--- src/rtl/imubd_pkg.sv ---
package imubd_pkg;

    localparam logic [7:0] SYNC_BYTE = 8'hFA;
    localparam logic [7:0] HDR1_BYTE = 8'h01;
    localparam logic [7:0] HDR2_BYTE = 8'h29;
    localparam logic [7:0] HDR3_BYTE = 8'h05;

    localparam logic [6:0] FRAME_BYTES   = 7'd70;
    localparam logic [6:0] PAYLOAD_FIRST = 7'd4;
    localparam logic [6:0] PAYLOAD_END   = 7'd68;

    localparam logic [3:0] FIELD_TIME  = 4'd0;
    localparam logic [3:0] FIELD_GYRO_Y  = 4'd5;
    localparam logic [3:0] FIELD_GYRO_Z  = 4'd6;
    localparam logic [3:0] FIELD_ACCEL_Y = 4'd8;
    localparam logic [3:0] FIELD_ACCEL_Z = 4'd9;
    localparam logic [3:0] FIELD_LAST  = 4'd14;

    localparam logic [2:0] TIME_LAST_BYTE  = 3'd7;
    localparam logic [2:0] FLOAT_LAST_BYTE = 3'd3;

    localparam int unsigned BANK_ADDR_W = 6;
    localparam int unsigned MEM_ADDR_W  = BANK_ADDR_W + 1;

    typedef enum logic [2:0] {
        PH_HUNT,
        PH_HDR1,
        PH_HDR2,
        PH_HDR3,
        PH_BODY
    } phase_t;

    typedef enum logic [1:0] {
        BK_IDLE,
        BK_FETCH,
        BK_CAPT,
        BK_OUT
    } back_state_t;

    typedef struct packed {
        logic                  en;
        logic [MEM_ADDR_W-1:0] addr;
        logic [7:0]            data;
    } mem_wr_t;

    typedef struct packed {
        logic valid;
        logic bank;
    } frame_tok_t;

    function automatic logic [15:0] crc_update(input logic [15:0] crc, input logic [7:0] b);
        logic [15:0] c;
        c = {crc[7:0], crc[15:8]} ^ {8'h00, b};
        c = c ^ {12'h000, c[7:4]};
        c = c ^ {c[3:0], 12'h000};
        c = c ^ {3'b000, c[7:0], 5'b00000};
        return c;
    endfunction

endpackage

--- src/rtl/imubd_front.sv ---
module imubd_front (
    input  logic                aclk,
    input  logic                aresetn,
    input  logic                s_valid,
    output logic                s_ready,
    input  logic [7:0]          s_rx_byte,
    input  logic                q_full,
    output imubd_pkg::frame_tok_t push_tok,
    output imubd_pkg::mem_wr_t  mem_wr
);
    import imubd_pkg::*;

    phase_t      phase_reg, phase_next;
    logic [6:0]  cnt_reg, cnt_next;
    logic [15:0] crc_reg, crc_next;
    logic        bank_reg, bank_next;
    logic        accept;
    logic [15:0] crc_upd;
    logic [6:0]  cnt_inc;
    logic [6:0]  pos_off;

    assign s_ready = !q_full;
    assign accept  = s_valid && s_ready;
    assign crc_upd = crc_update(crc_reg, s_rx_byte);
    assign cnt_inc = cnt_reg + 7'd1;
    assign pos_off = cnt_reg - PAYLOAD_FIRST;

    always_ff @(posedge aclk) begin
        if (!aresetn) begin
            phase_reg <= PH_HUNT;
            cnt_reg   <= '0;
            crc_reg   <= '0;
            bank_reg  <= 1'b0;
        end else begin
            phase_reg <= phase_next;
            cnt_reg   <= cnt_next;
            crc_reg   <= crc_next;
            bank_reg  <= bank_next;
        end
    end

    always_comb begin
        phase_next     = phase_reg;
        cnt_next       = cnt_reg;
        crc_next       = crc_reg;
        bank_next      = bank_reg;
        push_tok.valid = 1'b0;
        push_tok.bank  = bank_reg;
        mem_wr.en      = 1'b0;
        mem_wr.addr    = {bank_reg, pos_off[BANK_ADDR_W-1:0]};
        mem_wr.data    = s_rx_byte;
        if (accept) begin
            unique case (phase_reg)
                PH_HDR1, PH_HDR2, PH_HDR3: begin
                    if ((phase_reg == PH_HDR1 && s_rx_byte == HDR1_BYTE) ||
                        (phase_reg == PH_HDR2 && s_rx_byte == HDR2_BYTE) ||
                        (phase_reg == PH_HDR3 && s_rx_byte == HDR3_BYTE)) begin
                        crc_next   = crc_upd;
                        cnt_next   = cnt_inc;
                        phase_next = (phase_reg == PH_HDR1) ? PH_HDR2 :
                                     (phase_reg == PH_HDR2) ? PH_HDR3 : PH_BODY;
                    end else begin
                        phase_next = PH_HUNT;
                    end
                end
                PH_BODY: begin
                    mem_wr.en = (cnt_reg >= PAYLOAD_FIRST) && (cnt_reg < PAYLOAD_END);
                    crc_next  = crc_upd;
                    cnt_next  = cnt_inc;
                    if (cnt_inc >= FRAME_BYTES) begin
                        phase_next = PH_HUNT;
                        cnt_next   = '0;
                        if (crc_upd == 16'h0000) begin
                            push_tok.valid = 1'b1;
                            bank_next      = !bank_reg;
                        end
                    end
                end
                default: begin
                    if (s_rx_byte == SYNC_BYTE) begin
                        cnt_next   = 7'd1;
                        crc_next   = '0;
                        phase_next = PH_HDR1;
                    end else begin
                        phase_next = PH_HUNT;
                    end
                end
            endcase
        end
    end

endmodule

--- src/rtl/imubd_queue.sv ---
module imubd_queue (
    input  logic                  aclk,
    input  logic                  aresetn,
    input  imubd_pkg::frame_tok_t push_tok,
    input  logic                  pop,
    output logic                  full,
    output imubd_pkg::frame_tok_t head_tok
);
    import imubd_pkg::*;

    logic [1:0] bank_q_reg;
    logic       wr_ptr_reg;
    logic       rd_ptr_reg;
    logic [1:0] count_reg;

    assign full           = (count_reg == 2'd2);
    assign head_tok.valid = (count_reg != 2'd0);
    assign head_tok.bank  = bank_q_reg[rd_ptr_reg];

    always_ff @(posedge aclk) begin
        if (push_tok.valid) begin
            bank_q_reg[wr_ptr_reg] <= push_tok.bank;
        end
    end

    always_ff @(posedge aclk) begin
        if (!aresetn) begin
            wr_ptr_reg <= 1'b0;
            rd_ptr_reg <= 1'b0;
            count_reg  <= '0;
        end else begin
            if (push_tok.valid) begin
                wr_ptr_reg <= !wr_ptr_reg;
            end
            if (pop) begin
                rd_ptr_reg <= !rd_ptr_reg;
            end
            count_reg <= count_reg + {1'b0, push_tok.valid} - {1'b0, pop};
        end
    end

endmodule

--- src/rtl/imubd_back.sv ---
module imubd_back (
    input  logic                  aclk,
    input  logic                  aresetn,
    input  logic                  enu_sign_flip,
    input  imubd_pkg::mem_wr_t    mem_wr,
    input  imubd_pkg::frame_tok_t head_tok,
    output logic                  pop,
    output logic                  m_valid,
    input  logic                  m_ready,
    output logic [3:0]            m_field_index,
    output logic [63:0]           m_field_value,
    output logic                  m_last_field
);
    import imubd_pkg::*;

    logic [7:0] mem [2**MEM_ADDR_W];

    back_state_t            state_reg, state_next;
    logic [3:0]             field_reg, field_next;
    logic [2:0]             byte_reg, byte_next;
    logic [BANK_ADDR_W-1:0] ptr_reg, ptr_next;
    logic [63:0]            value_reg, value_next;
    logic [7:0]             rd_data_reg;
    logic [2:0]             last_byte;
    logic                   flip;

    always_ff @(posedge aclk) begin
        if (mem_wr.en) begin
            mem[mem_wr.addr] <= mem_wr.data;
        end
        rd_data_reg <= mem[{head_tok.bank, ptr_reg}];
    end

    always_ff @(posedge aclk) begin
        if (!aresetn) begin
            state_reg <= BK_IDLE;
            field_reg <= '0;
            byte_reg  <= '0;
            ptr_reg   <= '0;
        end else begin
            state_reg <= state_next;
            field_reg <= field_next;
            byte_reg  <= byte_next;
            ptr_reg   <= ptr_next;
        end
        value_reg <= value_next;
    end

    assign last_byte = (field_reg == FIELD_TIME) ? TIME_LAST_BYTE : FLOAT_LAST_BYTE;

    always_comb begin
        state_next = state_reg;
        field_next = field_reg;
        byte_next  = byte_reg;
        ptr_next   = ptr_reg;
        value_next = value_reg;
        pop        = 1'b0;
        m_valid    = 1'b0;
        unique case (state_reg)
            BK_IDLE: begin
                if (head_tok.valid) begin
                    state_next = BK_FETCH;
                    field_next = '0;
                    byte_next  = '0;
                    ptr_next   = '0;
                    value_next = '0;
                end
            end
            BK_FETCH: begin
                state_next = BK_CAPT;
            end
            BK_CAPT: begin
                value_next = value_reg | ({56'h0, rd_data_reg} << {byte_reg, 3'b000});
                ptr_next   = ptr_reg + 1'b1;
                if (byte_reg == last_byte) begin
                    state_next = BK_OUT;
                end else begin
                    byte_next  = byte_reg + 3'd1;
                    state_next = BK_FETCH;
                end
            end
            BK_OUT: begin
                m_valid = 1'b1;
                if (m_ready) begin
                    if (field_reg == FIELD_LAST) begin
                        pop        = 1'b1;
                        field_next = '0;
                        state_next = BK_IDLE;
                    end else begin
                        field_next = field_reg + 4'd1;
                        byte_next  = '0;
                        value_next = '0;
                        state_next = BK_FETCH;
                    end
                end
            end
            default: begin
                state_next = BK_IDLE;
            end
        endcase
    end

    assign flip = enu_sign_flip &&
                  (field_reg == FIELD_GYRO_Y || field_reg == FIELD_GYRO_Z ||
                   field_reg == FIELD_ACCEL_Y || field_reg == FIELD_ACCEL_Z);

    assign m_field_index = field_reg;
    assign m_field_value = value_reg ^ {32'h0, flip, 31'h0};
    assign m_last_field  = (field_reg == FIELD_LAST);

`ifndef SYNTHESIS
    a_busy_has_frame: assert property (@(posedge aclk) disable iff (!aresetn)
        (state_reg != BK_IDLE) |-> head_tok.valid)
        else $error("back end busy without a queued frame");

    a_field_range: assert property (@(posedge aclk) disable iff (!aresetn)
        field_reg <= FIELD_LAST)
        else $error("field index out of range");

    a_pop_on_last: assert property (@(posedge aclk) disable iff (!aresetn)
        pop |-> (m_valid && m_ready && m_last_field))
        else $error("frame released before its last field");

    a_float_upper_zero: assert property (@(posedge aclk) disable iff (!aresetn)
        (m_valid && field_reg != FIELD_TIME) |-> (m_field_value[63:32] == 32'h0))
        else $error("float field has upper bits set");
`endif

endmodule

--- src/rtl/imu_binary_frame_deframer_crc_core.sv ---
// channel   ports                                    handshake
// input     s_rx_byte                                s_valid / s_ready
// result    m_field_index m_field_value m_last_field m_valid / m_ready
// config    psel penable pwrite paddr pwdata prdata  pready (always high)
//
// One byte word is taken per cycle; s_ready drops only while two good frames wait.
// A good frame gives 15 words, the time word from 8 stored bytes, each float from 4; the
// single read port fetches then captures each byte, and a word waits in BK_OUT for m_ready.
// Reset is synchronous, active low; it clears parse state and the frame queue.
// Front and back stall independently through a two-entry frame queue and banked store.
module imu_binary_frame_deframer_crc_core (
    input  logic        aclk,
    input  logic        aresetn,
    input  logic        s_valid,
    output logic        s_ready,
    input  logic [7:0]  s_rx_byte,
    output logic        m_valid,
    input  logic        m_ready,
    output logic [3:0]  m_field_index,
    output logic [63:0] m_field_value,
    output logic        m_last_field,
    input  logic        psel,
    input  logic        penable,
    input  logic        pwrite,
    input  logic [2:0]  paddr,
    input  logic [31:0] pwdata,
    output logic [31:0] prdata,
    output logic        pready
);
    import imubd_pkg::*;

    logic       enu_sign_flip_reg;
    logic       q_full;
    logic       pop;
    frame_tok_t push_tok;
    frame_tok_t head_tok;
    mem_wr_t    mem_wr;

    assign pready = 1'b1;
    assign prdata = paddr[2] ? 32'h0 : {31'h0, enu_sign_flip_reg};

    always_ff @(posedge aclk) begin
        if (!aresetn) begin
            enu_sign_flip_reg <= 1'b1;
        end else if (psel && penable && pwrite && pready && !paddr[2]) begin
            enu_sign_flip_reg <= pwdata[0];
        end
    end

    imubd_front u_front (
        .aclk      (aclk),
        .aresetn   (aresetn),
        .s_valid   (s_valid),
        .s_ready   (s_ready),
        .s_rx_byte (s_rx_byte),
        .q_full    (q_full),
        .push_tok  (push_tok),
        .mem_wr    (mem_wr)
    );

    imubd_queue u_queue (
        .aclk     (aclk),
        .aresetn  (aresetn),
        .push_tok (push_tok),
        .pop      (pop),
        .full     (q_full),
        .head_tok (head_tok)
    );

    imubd_back u_back (
        .aclk          (aclk),
        .aresetn       (aresetn),
        .enu_sign_flip (enu_sign_flip_reg),
        .mem_wr        (mem_wr),
        .head_tok      (head_tok),
        .pop           (pop),
        .m_valid       (m_valid),
        .m_ready       (m_ready),
        .m_field_index (m_field_index),
        .m_field_value (m_field_value),
        .m_last_field  (m_last_field)
    );

endmodule
--- config.mk ---
export PLATFORM = sky130hd
export DESIGN_NAME = imu_binary_frame_deframer_crc_core
export DESIGN_NICKNAME = d
export VERILOG_FILES = /design/src/rtl/imubd_pkg.sv /design/src/rtl/imubd_front.sv /design/src/rtl/imubd_queue.sv /design/src/rtl/imubd_back.sv /design/src/rtl/imu_binary_frame_deframer_crc_core.sv
export SDC_FILE = /design/constraint.sdc
export NUM_CORES = 1
export LEC_CHECK = 0
export ABC_AREA = 0
export BUFFER_PORTS_ARGS = -buffer_cell sky130_fd_sc_hd__buf_4
export CAP_MARGIN = 20
export CELL_PAD_IN_SITES_DETAIL_PLACEMENT = 1
export CELL_PAD_IN_SITES_GLOBAL_PLACEMENT = 2
export CORE_MARGIN = 1.5
export CORE_UTILIZATION = 45
export DETAILED_ROUTE_END_ITERATION = 12
export PLACE_DENSITY = 0.75
export SETUP_SLACK_MARGIN = 0.4
export SLEW_MARGIN = 20
export SYNTH_ARGS = -nofsm -noshare
export SYNTH_HDL_FRONTEND = slang
export SYNTH_SLANG_ARGS = --single-unit
--- constraint.sdc ---
create_clock -name aclk -period 6.9 [get_ports aclk]
set_input_delay 0 -clock aclk [delete_from_list [all_inputs] [get_ports aclk]]
set_output_delay 0 -clock aclk [all_outputs]
set_load 0.005 [all_outputs]
* Yosys cells after proc, flatten, opt, wreduce, memory -nomap -nowiden *
Memory sizes are Yosys's and may differ from the RTL's. A register that Yosys moved wholly into a read port is not among the register bits.
Index checks and enable logic that the tools add are counted.
W data, S select, Z words.

cells by class
  $add $sub $neg = 7
  shift-type cells = 1
  order comparisons = 6
  reduce and logical (&&, ||, !) cells = 37
  equality and inequality tests = 24
  bitwise operators = 6
  multiplexer cells = 52

operators by type and width
  kind                  number
  $mux W64              3
  $pmux W64 S3          1
  $or A64 B64 Y64       1
  $shl A8 B6 Y64        1
  $xor A64 B32 Y64      1
  $mux W16              2
  $pmux W16 S2          1
  $mux W3               9
  $mux W7               3
  $mux W1               18
  $logic_not A16 Y1     1
  $xor A16 B13 Y16      1
  $xor A16 B16 Y16      1
  $xor A16 B4 Y16       1
  $xor A16 B8 Y16       1
  $pmux W7 S2           1
  $eq A4 B4 Y1 const B  3
  $mux W4               3
  $pmux W6 S2           1
  $logic_and A1 B1 Y1   10
  $pmux W3 S3           1
  $eq A4 B3 Y1 const B  2
  $eq A8 B1 Y1 const B  1
  $eq A8 B3 Y1 const B  1
  other kinds (40)      65

word-level totals
  word-level logic and storage cells = 148
  memories = 1
  input bits = 50
  register bits = 113
  output and inout port bits = 104
  RAM bits = 1024

memories
  name        depth  bits a word  rd ports  clocked after Yosys merged registers in  write ports  RTL line          RTL
  u_back.mem  128    8            1         1                                        1            imubd_back.sv:16  logic [7:0] mem [2**MEM_ADDR_W];

* Longest topological paths before layout *
  depth in word-level cells = 11
  gate-level depth with buffers = 12
  gate-level depth less buffers = 11

* Modules after synthesis *
From an unflattened synthesis, not the netlist that was laid out.

unflattened totals
  cells, all modules = 2795
  area total of the unflattened synthesis = 46880.0 sq um

modules (own cells, without submodules)
  module                              area an instance (sq um)  instances  cells an instance
  imubd_back                          44443.9                   1          2514
  imubd_front                         1840.5                    1          219
  imu_binary_frame_deframer_crc_core  320.3                     1          40
  imubd_queue                         275.3                     1          22

* Worst setup path after synthesis *
Ideal clock, no wire load.

  kind = reg-to-reg
  start = reg u_back.field_reg[0] (netlist: u_back.m_field_index[0])
  end = reg u_back.byte_reg[1]
  library setup time = 0.128 ns
  setup slack = 1.908 ns
  arrival = 4.864 ns
  buffers on the path = 2
  stages on the path, launching flop included = 9
  data required time = 6.772 ns
  cells stage by stage = dfxtp_1 > clkbuf_1 > and4b_1 > clkbuf_1 > nand2b_1 > a21oi_1 > nand2_1 > a22oi_1 > nor2_1

RTL lines
  element                      RTL line                                  RTL
  from (decl)                  imubd_back.sv:19                          logic [3:0] field_reg, field_next;
  from (signal assigned)       imubd_back.sv:42                          field_reg <= field_next;
  $eq A4 B4 Y1                 n/a
  named net m_last_field       imu_binary_frame_deframer_crc_core.sv:21  output logic m_last_field,
  $ne A2 B2 Y1 (no line)       n/a
  $reduce_and A5 Y1 (no line)  n/a
  to (signal assigned)         imubd_back.sv:43                          byte_reg <= byte_next;
  to (decl)                    imubd_back.sv:20                          logic [2:0] byte_reg, byte_next;

The timed path passes the listed nets, and every way through them passes these cells.
A chain may end at the register's enable or synchronous reset.

* Worst setup path in the final report *
  start = reg u_front.cnt_reg[2]
  end = mem u_back.mem[46][5], enable pin

between the ends
  word-level cells in the longest chain between the ends = 6

ends and longest elaborated chain
  element                                              RTL line           RTL
  from (decl)                                          imubd_front.sv:14  logic [6:0] cnt_reg, cnt_next;
  from (signal assigned)                               imubd_front.sv:36  cnt_reg <= cnt_next;
  $ge A7 B3 Y1 / $lt A7 B7 Y1 (equally long branches)  imubd_front.sv:67  mem_wr.en = (cnt_reg >= PAYLOAD_FIRST) && (cnt_reg < PAYLOAD_END);
  $logic_and A1 B1 Y1                                  imubd_front.sv:67
  $mux W1                                              imubd_front.sv:53  unique case (phase_reg)
  $mux W1                                              imubd_front.sv:52  if (accept) begin
  $mux W1                                              imubd_back.sv:28   if (mem_wr.en) begin
  $mux W1 (not written as such)                        imubd_back.sv:29   mem[mem_wr.addr] <= mem_wr.data;
  to (decl)                                            imubd_back.sv:16

Parallel ways exist; a longest one is shown, timed or not.

==> impl_summary.md <==
Timing
The final clock period utilization by the worst path is 0.6458. The highest achievable clock rate is 224.4 MHz. Setup total negative slack on the finished layout was measured at 0 ns. The max-slew violation total from the final report came to 0. Setup slack on the critical path of the routed design comes to 2.444 ns. The setup skew after layout is 0.01930 ns. Measured against its own limit, the worst slew margin works out to 0.2317. The pin slew with the least headroom to its limit is 1.150 ns. The number of hold violations in the final report came to 0.

Setup repair after global routing left no endpoint under its margin. The time the worst path needs with I/O delays and setup is 4.456 ns. Setup violations remaining at the end of the flow were counted as 0.

Power
The share of total power in the clock network is 0.439. The power per standard cell area is 271.8 nW/um^2. The analysis attributes to net switching a power of 2791 uW.

Across the VDD grid, the largest voltage drop is 0.0002319 V. The portion of total power attributed to sequential cells is 0.545. Of the total power, the share spent switching nets is 0.2002. The internal portion of the total power is 11150 uW. The total leakage power is 0.01556 uW.

The combinational share of power is 0.015.

CTS
TritonCTS built the clock tree. The number of setup buffers added after CTS is 0. Clock-pin slew was measured on the worst setup and hold paths at 0.07 ns. The clock net in this run drives a total of 1145 sinks. The tree is rooted in a sky130_fd_sc_hd__clkbuf_16. The insertion delay to the later sink of the worst-skew pair is 0.69 ns. The clock passes through at most 3 buffers. The H-tree depth is 3.

The total clock buffers created by CTS is 113. The number of cells upsized or downsized after cts is 0. For this design, the CTS-stage hold fixing added 16 buffers.

Critical path
The cell type with the highest occurrence count on the critical path is sky130_fd_sc_hd__nor4_1. The worst register-to-register path begins at u_front.cnt_reg[2]. The critical path class is flop to flop. The highest cell delay on the worst timing path is 0.95 ns. The setup check on the worst reg-to-reg path leaves a slack of 2.44 ns.

The number of buffers and inverters on the critical path is 0. On the critical path, the stage with the largest delay is an instance of sky130_fd_sc_hd__nor2_1. The startpoint class of the critical path is a flop. Data arrives at the worst endpoint at 4.75 ns. The data required time at the worst endpoint is 7.20 ns. STA classifies the critical path endpoint as a flop.

The capturing point of the worst reg2reg path is u_back.mem[46][5]. The worst reg-to-reg path cell count is 5. Of all nets on the critical path, the largest fanout is 16. The kind of cell with the highest combined delay along the critical path is simple AND/OR/NAND/NOR gates. The signal on the critical path passes through nor4_1 > mux2_2 > nor4_1 > nand2_2 > nor2_1.

Status
The flow ran to the end, and the final reports show no timing, DRC or antenna violations.

Drt
The count of vias placed by the detailed router is 22310. In this run, the number of DRC markers left after iteration 0 of detailed routing was 2151. The first-pass iteration count of the detailed router is 5. After detailed routing, the average wire length per cell comes to 28.51 um.

After detailed routing, the number of vias per cell comes to 5.805. The DRC violation count after routing is 0. The total wire length after detailed routing is 109600 um.

Once detail routing completed, the nets flagged for antenna violations numbered 0.

Finish
Relative to the synthesized area, the layout overhead comes to 11.85%. The register with the most flip-flops in the layout has 1024 of them. After routing the design area is 51290 um^2.

For this run, the share of the core covered by cells in the final layout is 0.5100. The ratio of cells with drive above 1 in the final layout is 0.2648. Once layout is complete, the cells apart from fillers number 3843.

The post-layout net count is 2447.

Global route
The global-route total usage across every layer is 0.2142. The first global-routing pass estimated 161500 um of wire. The number of antenna violations at the first check in global routing is 1. Entering global routing, the biggest net connects 103 pins. The residual overflow from global routing is 0. The number of global-route vias before repair is 23360.

Yosys
The cell with the most instances after synthesis is sky130_fd_sc_hd__edfxtp_1. The distinct cell type count after synthesis is 59. The primary flip-flop cell chosen by synthesis mapping is sky130_fd_sc_hd__edfxtp_1.

Synthesis produced 2328 cells. The proportion of synthesized chip area in sequential cells is 0.7378. The number of synthesis warnings is 0.

The flop and latch count out of synthesis is 1145. In the synthesized netlist the async set-or-reset flop fraction comes to 0. In this run the mean area of a mapped cell was 19.70 um^2. Of the post-synthesis cell area, the dominant cell type holds 0.7138.

Summed over all instances, the cell type with the most area after synthesis is sky130_fd_sc_hd__edfxtp_1. The number of enable-type register cells in the synthesized netlist is 1090. The mapped netlist covers 45860 um^2. Yosys attributes the largest share of cell area to sky130_fd_sc_hd__edfxtp_1 71%, sky130_fd_sc_hd__mux4_2 16%, sky130_fd_sc_hd__dfxtp_1 2.4%. By count the netlist is led by 1090 x sky130_fd_sc_hd__edfxtp_1, 320 x sky130_fd_sc_hd__mux4_2, 234 x sky130_fd_sc_hd__nor2_1.

Placed design
The number of buffers added on ports is 88. The placed instance count is 3614. Prior to clock tree synthesis, the placed netlist has a worst setup slack of 2.472 ns. At the end of routability-driven placement, the weighted congestion stood at 0.8135.

The placement-stage cell area is 47450 um^2. The half-perimeter wire length after placement is 66190 um.

Die
The effective utilization at floorplan is 0.4559. The die is 322.2 um tall. 154 I/O pins were placed. The number of rows created at floorplan is 116. The region available for standard cell placement spans 100600 um^2.

The full die area is 103800 um^2. The die span in x is 322.2 um.

Min path
The type of the most critical hold path is input port to flop. The startpoint identified for the worst hold timing path is m_ready. The terminating pin of the worst hold path is u_back.state_reg[1]. Counting instances, the worst hold path has a depth of 5.

Flow run
The max-cap violation count is 0.
## per-stage QoR
| stage | hold slack [ns] | power, uW |
|---|---|---|
| after global routing | 0.2135 | 14300 |
| after CTS | 0.1842 | 14050 |
| final | 0.2166 | 13940 |
| after detailed placement | 0.2295 | 7961 |
| after floorplan | 0.03023 | 7826 |
| after global placement | 0.2309 | 7946 |
## how the worst max path moves through the flow
stage,startpoint,endpoint,slack [ns],cells after the start
3_5_place_dp,u_front.cnt_reg[2],u_back.mem[46][5],2.47,5
4_1_cts,u_front.cnt_reg[2],u_back.mem[46][5],2.45,5
5_1_grt,u_front.cnt_reg[2],u_back.mem[22][1],2.27,5
6_report,u_front.cnt_reg[2],u_back.mem[46][5],2.44,5
2_1_floorplan,u_back.m_field_index[0],u_back.byte_reg[1],1.91,8
3_3_place_gp,u_front.cnt_reg[2],u_back.mem[28][6],2.75,5
## power groups by stage
stage	Combinational, uW	Clock [uW]	Sequential, uW
final	213	6130	7600
after global routing	233	6460	7600
after CTS	219	6240	7600
after detailed placement	212	0	7750
after global placement	198	0	7750
after floorplan	76.3	0	7750
## logic make-up after synthesis
group                      after synthesis  share of synthesized area
other                                    2                  0.0001638
AOI/OAI and AO/OA                      157                    0.02065
and+or+nand+nor                        385                    0.03697
adders and majority gates                9                   0.002456
muxes                                  358                     0.1659
xor gates and xnor gates                40                   0.008568
buffers and inverters                  232                    0.02750
DFF                                   1145                     0.7378
## cells in the final DEF, fill, tap and decap left out, drive strengths merged, types with 9 or more instances in the layout
cell type,Yosys,layout
clkbuf,72,136
clkinvlp,0,9
edfxtp,1090,1090
xor2,16,16
a21oi,88,88
o22ai,10,10
nand3,12,12
nor2b,9,9
xnor2,22,22
dlygate4sd3,0,16
ha,9,9
and2,10,10
mux2,17,17
bufinv,0,11
a22oi,18,18
mux2i,21,21
conb,2,32
clkinv,1,52
buf,150,121
inv,9,14
nor2,234,234
dfxtp,55,55
nand2,58,58
mux4,320,320
## per-layer routing
layer  vias to the layer above  track usage  routed length, um
met5                         -            0                  0
met4                         0      0.06069               2577
met3                       145      0.03321               7163
met2                       803       0.3475              53340
met1                     11930       0.3032              46490
li1                       9429            -                  -
## worst reg2reg max path, cell delays in order, from the launching register on
cell and delay (ns):
sky130_fd_sc_hd__dfxtp_1 0.44, sky130_fd_sc_hd__nor4_1 0.75, sky130_fd_sc_hd__mux2_2 0.41, sky130_fd_sc_hd__nor4_1 0.67, sky130_fd_sc_hd__nand2_2 0.85, sky130_fd_sc_hd__nor2_1 0.96
## layout make-up
cell class | count | area (um^2)
fill | 8938 | 49290
sequential | 1145 | 33850
clock inverter | 76 | 685.7
clock buffer | 136 | 2997
antenna | 1 | 2.502
multi-input combinational | 981 | 10910
timing repair buffer | 137 | 1119
tap | 1357 | 1698
inverter | 10 | 37.54
No activity file was read; power rests on OpenSTA's default activity.
